==> src/design/lqs_pkg.sv <==
// shared types and constants for the quicksort unit
// no dependencies
package lqs_pkg;
    localparam int KEY_W = 16;
    localparam int TAG_W = 6;
    typedef logic [KEY_W-1:0] key_t;
    typedef logic [TAG_W-1:0] tag_t;
    typedef struct packed {
        key_t key;
        tag_t tag;
    } rec_t;
endpackage

==> src/design/lomuto_quicksort_by_key_unit.sv <==
// Collects up to DEPTH records (one item a cycle) until one marked last, sorts
// them by key with Lomuto quicksort over a record memory and a range stack,
// then emits them in ascending order. Each range is handled as a pop, a pivot
// read, a scan of its entries ending in a final compare, a final swap and the
// pushes; an entry that stays costs only its compare, while an entry swapped
// forward also needs a read-modify-write of two entries over the one memory
// read port, so the sort runs slowest when the keys are already in order. Each
// record is then read and emitted in turn; s_tready is low meanwhile.
// depends on lqs_pkg, lqs_rec_mem, lqs_stack_mem
module lomuto_quicksort_by_key_unit #(
    parameter int DEPTH = 32
) (
    input  logic        clk,
    input  logic        rst_n,
    input  logic        s_tvalid,
    output logic        s_tready,
    input  logic [23:0] s_tdata,   // exec_time[15:0], tag[21:16], zero fill
    input  logic        s_tlast,   // last_item
    output logic        m_tvalid,
    input  logic        m_tready,
    output logic [23:0] m_tdata,   // sorted_time[15:0], sorted_tag[21:16], zero fill
    output logic        m_tlast,   // final_out
    output logic        m_tuser    // overflowed
);
    localparam int AW = $clog2(DEPTH);
    localparam int CW = $clog2(DEPTH + 1);
    localparam int SD = (DEPTH / 2 > 1) ? DEPTH / 2 : 2;
    localparam int SW = $clog2(SD);
    localparam int RW = 2 * AW;

    typedef enum logic [13:0] {
        S_LOAD  = 14'b00000000000001,
        S_POP   = 14'b00000000000010,
        S_POPW  = 14'b00000000000100,
        S_PIV   = 14'b00000000001000,
        S_SRD   = 14'b00000000010000,
        S_SCMP  = 14'b00000000100000,
        S_SWA   = 14'b00000001000000,
        S_SWB   = 14'b00000010000000,
        S_FRD   = 14'b00000100000000,
        S_FSWA  = 14'b00001000000000,
        S_FSWB  = 14'b00010000000000,
        S_HI    = 14'b00100000000000,
        S_ORD   = 14'b01000000000000,
        S_OUT   = 14'b10000000000000
    } state_t;

    state_t state_reg, state_next;
    logic [CW-1:0] cnt_reg, cnt_next;
    logic ovf_reg, ovf_next;
    logic [AW-1:0] lo_reg, lo_next, hi_reg, hi_next;
    logic [AW-1:0] st_reg, st_next, sc_reg, sc_next;
    logic [SW:0] sp_reg, sp_next;
    lqs_pkg::key_t piv_reg, piv_next;
    lqs_pkg::rec_t a_reg, a_next;
    logic [CW-1:0] oi_reg, oi_next;

    logic we;
    logic [AW-1:0] waddr, raddr;
    lqs_pkg::rec_t wdata, rdata;
    logic swe;
    logic [SW-1:0] swaddr, sraddr;
    logic [RW-1:0] swdata, srdata;

    lqs_rec_mem #(.DEPTH(DEPTH), .AW(AW)) u_mem (
        .clk(clk), .we(we), .waddr(waddr), .wdata(wdata),
        .raddr(raddr), .rdata(rdata)
    );
    lqs_stack_mem #(.SD(SD), .SW(SW), .DW(RW)) u_stk (
        .clk(clk), .we(swe), .waddr(swaddr), .wdata(swdata),
        .raddr(sraddr), .rdata(srdata)
    );

    logic [AW-1:0] p_lo, p_hi;
    assign p_lo = srdata[AW-1:0];
    assign p_hi = srdata[RW-1:AW];

    assign s_tready = (state_reg == S_LOAD);
    assign m_tvalid = (state_reg == S_OUT);
    assign m_tdata = {2'b00, rdata.tag, rdata.key};
    assign m_tlast = ({1'b0, oi_reg} + 1'b1) == {1'b0, cnt_reg};
    assign m_tuser = ovf_reg;

    always_comb
    begin
        state_next = state_reg;
        cnt_next = cnt_reg;
        ovf_next = ovf_reg;
        lo_next = lo_reg;
        hi_next = hi_reg;
        st_next = st_reg;
        sc_next = sc_reg;
        sp_next = sp_reg;
        piv_next = piv_reg;
        a_next = a_reg;
        oi_next = oi_reg;
        we = 1'b0;
        waddr = cnt_reg[AW-1:0];
        wdata = '{key: s_tdata[15:0], tag: s_tdata[21:16]};
        raddr = sc_reg;
        swe = 1'b0;
        swaddr = sp_reg[SW-1:0];
        swdata = '0;
        sraddr = sp_reg[SW-1:0] - 1'b1;
        case (state_reg)
            S_LOAD:
            begin
                if (s_tvalid)
                begin
                    if (cnt_reg < CW'(DEPTH))
                    begin
                        we = 1'b1;
                        cnt_next = cnt_reg + 1'b1;
                    end
                    else
                    begin
                        ovf_next = 1'b1;
                    end
                    if (s_tlast)
                    begin
                        if (cnt_next >= CW'(2))
                        begin
                            swe = 1'b1;
                            swaddr = '0;
                            swdata = {AW'(cnt_next - 1'b1), AW'(0)};
                            sp_next = (SW+1)'(1);
                            state_next = S_POP;
                        end
                        else
                        begin
                            oi_next = '0;
                            state_next = S_ORD;
                        end
                    end
                end
            end
            S_POP:
            begin
                if (sp_reg == '0)
                begin
                    oi_next = '0;
                    state_next = S_ORD;
                end
                else
                begin
                    sp_next = sp_reg - 1'b1;
                    state_next = S_POPW;
                end
            end
            S_POPW:
            begin
                lo_next = p_lo;
                hi_next = p_hi;
                st_next = p_lo;
                sc_next = p_lo;
                raddr = p_hi;
                state_next = S_PIV;
            end
            S_PIV:
            begin
                piv_next = rdata.key;
                a_next = rdata;
                raddr = sc_reg;
                state_next = S_SCMP;
            end
            S_SRD:
            begin
                raddr = sc_reg;
                state_next = S_SCMP;
            end
            S_SCMP:
            begin
                if (sc_reg == hi_reg)
                begin
                    raddr = st_reg;
                    state_next = S_FRD;
                end
                else if (rdata.key <= piv_reg)
                begin
                    a_next = rdata;
                    raddr = st_reg;
                    state_next = S_SWA;
                end
                else
                begin
                    sc_next = sc_reg + 1'b1;
                    raddr = sc_next;
                    state_next = S_SCMP;
                end
            end
            S_SWA:
            begin
                we = 1'b1;
                waddr = sc_reg;
                wdata = rdata;
                state_next = S_SWB;
            end
            S_SWB:
            begin
                we = 1'b1;
                waddr = st_reg;
                wdata = a_reg;
                st_next = st_reg + 1'b1;
                sc_next = sc_reg + 1'b1;
                state_next = S_SRD;
            end
            S_FRD:
            begin
                a_next = rdata;
                raddr = hi_reg;
                state_next = S_FSWA;
            end
            S_FSWA:
            begin
                we = 1'b1;
                waddr = st_reg;
                wdata = rdata;
                state_next = S_FSWB;
            end
            S_FSWB:
            begin
                we = 1'b1;
                waddr = hi_reg;
                wdata = a_reg;
                if ((st_reg > lo_reg) && (st_reg - 1'b1 > lo_reg))
                begin
                    swe = 1'b1;
                    swaddr = sp_reg[SW-1:0];
                    swdata = {AW'(st_reg - 1'b1), lo_reg};
                    sp_next = sp_reg + 1'b1;
                end
                state_next = S_HI;
            end
            S_HI:
            begin
                if (st_reg < hi_reg && (st_reg + 1'b1) < hi_reg)
                begin
                    swe = 1'b1;
                    swaddr = sp_reg[SW-1:0];
                    swdata = {hi_reg, AW'(st_reg + 1'b1)};
                    sp_next = sp_reg + 1'b1;
                end
                state_next = S_POP;
            end
            S_ORD:
            begin
                raddr = oi_reg[AW-1:0];
                if (cnt_reg == '0)
                begin
                    ovf_next = 1'b0;
                    state_next = S_LOAD;
                end
                else
                begin
                    state_next = S_OUT;
                end
            end
            S_OUT:
            begin
                raddr = oi_reg[AW-1:0];
                if (m_tready)
                begin
                    if (m_tlast)
                    begin
                        cnt_next = '0;
                        ovf_next = 1'b0;
                        state_next = S_LOAD;
                    end
                    else
                    begin
                        oi_next = oi_reg + 1'b1;
                        state_next = S_ORD;
                    end
                end
            end
            default:
            begin
                state_next = S_LOAD;
            end
        endcase
    end

    always_ff @(posedge clk or negedge rst_n)
    begin
        if (!rst_n)
        begin
            state_reg <= S_LOAD;
            cnt_reg <= '0;
            ovf_reg <= 1'b0;
            sp_reg <= '0;
            oi_reg <= '0;
        end
        else
        begin
            state_reg <= state_next;
            cnt_reg <= cnt_next;
            ovf_reg <= ovf_next;
            sp_reg <= sp_next;
            oi_reg <= oi_next;
        end
    end

    always_ff @(posedge clk)
    begin
        lo_reg <= lo_next;
        hi_reg <= hi_next;
        st_reg <= st_next;
        sc_reg <= sc_next;
        piv_reg <= piv_next;
        a_reg <= a_next;
    end
endmodule

==> src/design/lqs_rec_mem.sv <==
// record memory, one write and one read port, registered read data
// depends on lqs_pkg
module lqs_rec_mem #(
    parameter int DEPTH = 32,
    parameter int AW = 5
) (
    input  logic          clk,
    input  logic          we,
    input  logic [AW-1:0] waddr,
    input  lqs_pkg::rec_t wdata,
    input  logic [AW-1:0] raddr,
    output lqs_pkg::rec_t rdata
);
    lqs_pkg::rec_t mem [DEPTH];
    always_ff @(posedge clk)
    begin
        if (we)
        begin
            mem[waddr] <= wdata;
        end
        rdata <= mem[raddr];
    end
endmodule

==> src/design/lqs_stack_mem.sv <==
// range stack memory, registered read data
// depends on nothing
module lqs_stack_mem #(
    parameter int SD = 16,
    parameter int SW = 4,
    parameter int DW = 10
) (
    input  logic          clk,
    input  logic          we,
    input  logic [SW-1:0] waddr,
    input  logic [DW-1:0] wdata,
    input  logic [SW-1:0] raddr,
    output logic [DW-1:0] rdata
);
    logic [DW-1:0] mem [SD];
    always_ff @(posedge clk)
    begin
        if (we)
        begin
            mem[waddr] <= wdata;
        end
        rdata <= mem[raddr];
    end
endmodule

==> config.mk <==
export PLATFORM = sky130hd
export DESIGN_NAME = lomuto_quicksort_by_key_unit
export DESIGN_NICKNAME = d
export VERILOG_FILES = /design/src/design/lqs_pkg.sv /design/src/design/lomuto_quicksort_by_key_unit.sv /design/src/design/lqs_rec_mem.sv /design/src/design/lqs_stack_mem.sv
export SDC_FILE = /design/constraint.sdc
export NUM_CORES = 1
export LEC_CHECK = 0
export ABC_AREA = 1
export BUFFER_PORTS_ARGS = -buffer_cell sky130_fd_sc_hd__clkbuf_2
export CAP_MARGIN = 10
export CORE_ASPECT_RATIO = 2
export CORE_UTILIZATION = 39
export CTS_BUF_LIST = sky130_fd_sc_hd__clkbuf_8
export DETAILED_ROUTE_END_ITERATION = 10
export SETUP_SLACK_MARGIN = 0.02
export SLEW_MARGIN = 0
export SYNTH_ARGS = -nofsm -noshare
export SYNTH_HDL_FRONTEND = slang
export SYNTH_SLANG_ARGS = --single-unit
==> constraint.sdc <==
create_clock -name clk -period 4.45 [get_ports clk]
set_input_delay 0.2225 -clock clk [delete_from_list [all_inputs] [get_ports clk]]
set_output_delay 0.2225 -clock clk [all_outputs]
set_load 0.005 [all_outputs]
==> metrics.cfg, run 1 <==
[flow_run]
cap_violations = 0

[sta]
skew_ns = 0.0477
hold_viol_final = 0
grt_setup_unrepaired = false
drv_slew = 0
layout_min_cycle_time_ns = 3.93
fin_crit_sh = 0.883
tightest_slew_ns = 1.14
tns_ns = 0
setup_viol = 0
slew_headroom = 0.241
clock.fmax_mhz = 255

[placed_design]
placed_area_mm2 = 0.0472
dpl.cell_count = 5604
hpwl_um = 80700
gp_congestion = 0.880
portBuffers = 52

[hold_path]
min-delay-start = s_tdata[2]
min_path_cells = 4
hold_path.class = in2reg
min_delay_worst_endpoint = u_mem.mem[26][8]$_DFFE_PP_

[floorplanning]
die_h_um = 478
pin_count = 57
start_util = 0.393
rows = 174
die-area_mm2 = 0.115
die_w_um = 240
fp.coreArea_mm2 = 0.112

[setup_path]
r2r_end = u_mem.rdata[21]$_DFF_P_
cp-start-kind = register
r2r_start = u_mem.rdata[15]$_DFF_P_
crit_required_ns = 5.18
cp.arrival_ns = 4.66
path_class = reg2reg
worst_setup_path_end_kind = register
reg2reg_slack_ns = 0.52
r2r_cells = 17
worst-path-max-fanout = 41

[cells_and_area]
regMostFlops = u_mem.mem
drive_gt1_frac = 0.114
fin_area_mm2 = 0.0501
top_regs = u_mem.mem x704, u_stk.mem x160
largest_reg_flops = 704
synthToLayoutAreaGrowth_pct = 13.5
nNetsFinal = 4345
fin_cells = 5883
final_core_util = 0.446

[yosys]
synth_top_area_cell = edfxtp_1
async_reset_ff_frac = 0.0325
ys.flop_type = edfxtp_1
synthTopCellsByArea = edfxtp_1, nand3_1, nand2_1, inv_1, nand3b_1
synth-edff-count = 922
synthTopCellsByCount = edfxtp_1, nand2_1, nand3_1, inv_1, nor2_1
syn_area_mm2 = 0.0441
netlist-cell-type-count = 58
synth_top_area_frac = 0.627
ys_ff_latch = 986
synth_warnings = 0
yosysSeqAreaShare = 0.660
synth_cells = 4107
avgSynthCellArea_um2 = 10.7
synth_most_common_cell = edfxtp_1

[clocking]
cts.sinks = 986
root_buffer = clkbuf_8
clk_latency_ns = 0.87
cts_buffers = 142
cts_tree = yes
htreeDepth = 4
clk_pin_slew_ns = 0.07
clk_path_buf_depth = 3

[global_route]
overflow = 0
antenna_found_initial = 1
grt_start_max_net_pins = 117
track_usage = 0.227
grt_first_pass_wirelength_um = 190000
grt_pass1_vias = 30400

[route]
ant_nets = 0
drt_first_iter_violations = 2324
wl_um = 129000
wire_per_inst_um = 22.0
first_pass_iters = 7
drc = 0
vias = 30700
viasPerCell = 5.23

[pwr]
peakVddDrop_v = 0.000292
p_per_area_mw_per_mm2 = 525
fin_total_pwr_uw = 26300
power.leakage_uw = 0.0201

[status]
status = finished clean

[report_power, final]
group	total, uW	internal [uW]	switching, uW
clock	6910	3340	3570
combinational	8270	2550	5720
sequential	11100	10800	349
total	26300	16700	9640
[how the worst max path moves through the flow]
| stage | cells past startpoint | endpoint | slack [ns] | from |
|---|---|---|---|---|
| 2_1_floorplan | 12 | u_stk.mem[4][0]$_DFFE_PP_ | 1.03 | st_reg[0]$_DFFE_PP_ |
| 3_3_place_gp | 23 | u_mem.rdata[21]$_DFF_P_ | 0.52 | u_mem.rdata[9]$_DFF_P_ |
| 3_5_place_dp | 19 | u_mem.rdata[21]$_DFF_P_ | 0.53 | u_mem.rdata[15]$_DFF_P_ |
| 4_1_cts | 19 | u_mem.rdata[21]$_DFF_P_ | 0.52 | u_mem.rdata[15]$_DFF_P_ |
| 5_1_grt | 21 | u_mem.rdata[21]$_DFF_P_ | 0.33 | u_mem.rdata[15]$_DFF_P_ |
| 6_report | 17 | u_mem.rdata[21]$_DFF_P_ | 0.52 | u_mem.rdata[15]$_DFF_P_ |
[routing by layer]
| metal | share of wire | track usage | vias up |
|---|---|---|---|
| li1 | - | - | 14400 |
| met1 | 0.34 | 0.232 | 14900 |
| met2 | 0.52 | 0.409 | 1042 |
| met3 | 0.050 | 0.0340 | 357 |
| met4 | 0.082 | 0.175 | 0 |
| met5 | 0 | 0 | - |
[worst max-delay path, stage by stage (launching register included)]
cell and delay, ns:
dfxtp_1 0.30, buf_4 0.17, ha_1 0.31, nand4_1 0.13, nor3_1 0.36, nand2_1 0.09, nand2_1 0.29, nand3_1 0.18
inv_1 0.23, o211ai_1 0.20, a21oi_4 0.19, buf_12 0.30, buf_4 0.27, nand3_1 0.10, nand3_1 0.25, nand2_1 0.14
nand2_1 0.11, nand2_1 0.11
[metrics by stage]
stage | setup slack (ns) | hold WS [ns]
5_1_grt | 0.330 | 0.0604
6_report | 0.523 | 0.0593
2_1_floorplan | 1.03 | -0.0731
3_3_place_gp | 0.521 | 0.395
3_5_place_dp | 0.529 | 0.396
4_1_cts | 0.517 | 0.000799
[layout make-up]
type                    instances  area [um^2]
inverters                     496         1860
well taps                    1496         1870
repair buffers                249         2370
diodes                          3         7.51
fillers                     10500        62200
multi-input cells            2393        12100
clock inverters               107          593
flip-flops and latches        986        29100
clock buffers                 153         2110
[placed cells by master, fill, tap and decap left out, types with 18 or more instances in the layout]
cell type and instances:
nor2_1 186, edfxtp_1 922, nor3_1 18, inv_1 535, nand4_1 18, nand3b_1 111
nand3_1 796, o21ai_0 86, ha_1 46, dfrtp_1 30, clkbuf_2 52, buf_4 134
clkinv_1 25, o32ai_1 29, clkbuf_8 153, nand2_1 888, a21oi_1 25, xor2_1 23
nor2_4 23, dfxtp_1 32, buf_12 47
[logic make-up after synthesis]
logic type / count (synthesis) / share of synthesized area
buffers and inverters: 729 / 0.0705
muxes: 12 / 0.00272
DFF: 986 / 0.660
AOI/OAI and AO/OA: 213 / 0.0313
other: 1 / 0.0000850
and+or+nand+nor: 2087 / 0.215
adders and majority gates: 48 / 0.0138
xor gates and xnor gates: 31 / 0.00615
[what timing repair did]
action | CTS | global route
hold buffers | 16 | 0
setup endpoints to repair | 0 | 0
hold endpoints to repair | 199 | 0
buffers inserted | 0 | 0
gates resized for setup | 0 | 0
Note: power is estimated with default switching activity, not from simulation.
==> run 2: changes to the inputs <==
- CORE_UTILIZATION: 39 -> 50
- PLACE_DENSITY: unset -> 0.66
==> metrics.cfg, run 2 (synthesis gave the netlist of run 1 again) <==
[global_route]
overflow = 0
antenna_found_initial = 2
track_usage = 0.254
grt_start_max_net_pins = 138
grt_first_pass_wirelength_um = 171000
grt_pass1_vias = 30100

[floorplanning]
rows = 153
pin_count = 57
die_w_um = 212
die_h_um = 422
start_util = 0.507
fp.coreArea_mm2 = 0.0871
die-area_mm2 = 0.0895

[placed_design]
dpl.cell_count = 5248
pre_cts_ws_ns = 0.664
hpwl_um = 70500
portBuffers = 52
gp_congestion = 0.879

[route]
first_pass_iters = 5
drt_first_iter_violations = 2094
viasPerCell = 5.49
wire_per_inst_um = 20.3
vias = 30200
ant_nets = 0
wl_um = 112000
drc = 0

[setup_path]
crit_required_ns = 5.14
cp.arrival_ns = 4.64
critPathLaunch = state_reg[0]$_DFFE_PN1P_
r2r_end = u_mem.rdata[15]$_DFF_P_
crit_end = u_mem.rdata[15]$_DFF_P_
cp-start-kind = register
reg2reg_slack_ns = 0.50
worst-path-max-fanout = 50
r2r_start = state_reg[0]$_DFFE_PN1P_
worst_setup_path_end_kind = register
path_class = reg2reg
r2r_cells = 16

[flow_run]
cap_violations = 0

[sta]
hold_viol_final = 0
fin_ws_ns = 0.498
fin_crit_sh = 0.888
tns_ns = 0
drv_slew = 0
clock.fmax_mhz = 253
skew_ns = 0.0469
setup_viol = 0
tightest_slew_ns = 0.989
grt_setup_unrepaired = false
layout_min_cycle_time_ns = 3.95
slew_headroom = 0.336

[pwr]
peakVddDrop_v = 0.000408
power.leakage_uw = 0.0199
p_per_area_mw_per_mm2 = 519

[cells_and_area]
synthToLayoutAreaGrowth_pct = 11.1
top_regs = u_mem.mem x704, u_stk.mem x160
drive_gt1_frac = 0.107
fin_cells = 5499
final_common_cell = edfxtp_1
nNetsFinal = 4311
regMostFlops = u_mem.mem
largest_reg_flops = 704
layout_common_cells = edfxtp_1, nand2_1, nand3_1

[clocking]
clk_latency_ns = 0.79
clk_pin_slew_ns = 0.07
post_cts_buffers = 0
holdBufCountCts = 8
cts_buffers = 138
clk_path_buf_depth = 3
root_buffer = clkbuf_8
cts.sinks = 986
postCtsResizedCells = 0
cts_tree = yes
htreeDepth = 4

[hold_path]
hold_path.class = in2reg

[status]
status = finished clean

[run 2: cell count changes in the layout (fill, tap and decap cells not counted), sizes merged]
cell         delta
buf            -22
dlygate4sd3     -8
clkinvlp        -5
inv             -8
diode           -1
clkinv          -6
clkbuf          -4
bufinv          +4
[run 2: final cells by class]
| type | count | area, um^2 |
|---|---|---|
| Inverter | 496 | 1860 |
| Fill cell | 7387 | 38100 |
| Sequential cell | 986 | 29100 |
| Tap cell | 1162 | 1450 |
| Clock buffer | 149 | 2050 |
| Multi-Input combinational cell | 2393 | 12100 |
| Clock inverter | 92 | 557 |
| Timing Repair Buffer | 219 | 1900 |
| Antenna cell | 2 | 5.00 |
[run 2: per-stage QoR]
stage	utilization	hold slack, ns	cell area [um^2]	power, uW
6_report	0.563	0.0683	49000	25400
5_1_grt	0.563	0.0571	49000	26800
3_5_place_dp	0.532	0.367	46300	18800
4_1_cts	0.563	0.00252	49000	25600
2_1_floorplan	-	-0.0731	44100	16200
3_3_place_gp	0.532	0.366	46300	18700
[run 2: how the worst min path moves through the flow]
stage,depth (start not counted),to,startpoint,slack [ns]
floorplan,0,cnt_reg[0]$_DFFE_PN0P_,rst_n,-0.07
global placement,1,oi_reg[3]$_DFFE_PN0P_,rst_n,0.37
detailed placement,1,oi_reg[4]$_DFFE_PN0P_,rst_n,0.37
CTS,4,u_mem.mem[2][9]$_DFFE_PP_,s_tdata[3],0.003
global route,4,u_mem.mem[31][9]$_DFFE_PP_,s_tdata[3],0.06
finish,4,u_mem.mem[27][9]$_DFFE_PP_,s_tdata[3],0.07
[run 2: where the power goes]
group,leakage (uW),internal (uW),switching [uW]
Sequential,0.00904,10800,438
Clock,0.00149,3440,3360
Combinational,0.00932,2350,5090
[run 2: critical path, cell delays in order, from the launching register on]
cell	delay [ns]
dfstp_2	0.56
nor2_2	0.06
nand2_2	0.12
nor2_4	0.07
nand2_1	0.26
nand2_1	0.10
nor3_1	0.77
nor2_1	0.26
a21oi_4	0.23
buf_12	0.23
buf_12	0.30
nand3_1	0.13
nand3_1	0.10
nand3_1	0.12
nand2_1	0.10
nand2_1	0.09
nand2_1	0.30
[run 2: per-layer routing]
layer  global-route usage  share of wire
met5                    0              0
met4                0.157          0.059
met3               0.0423          0.049
met2                0.470           0.54
met1                0.261           0.35
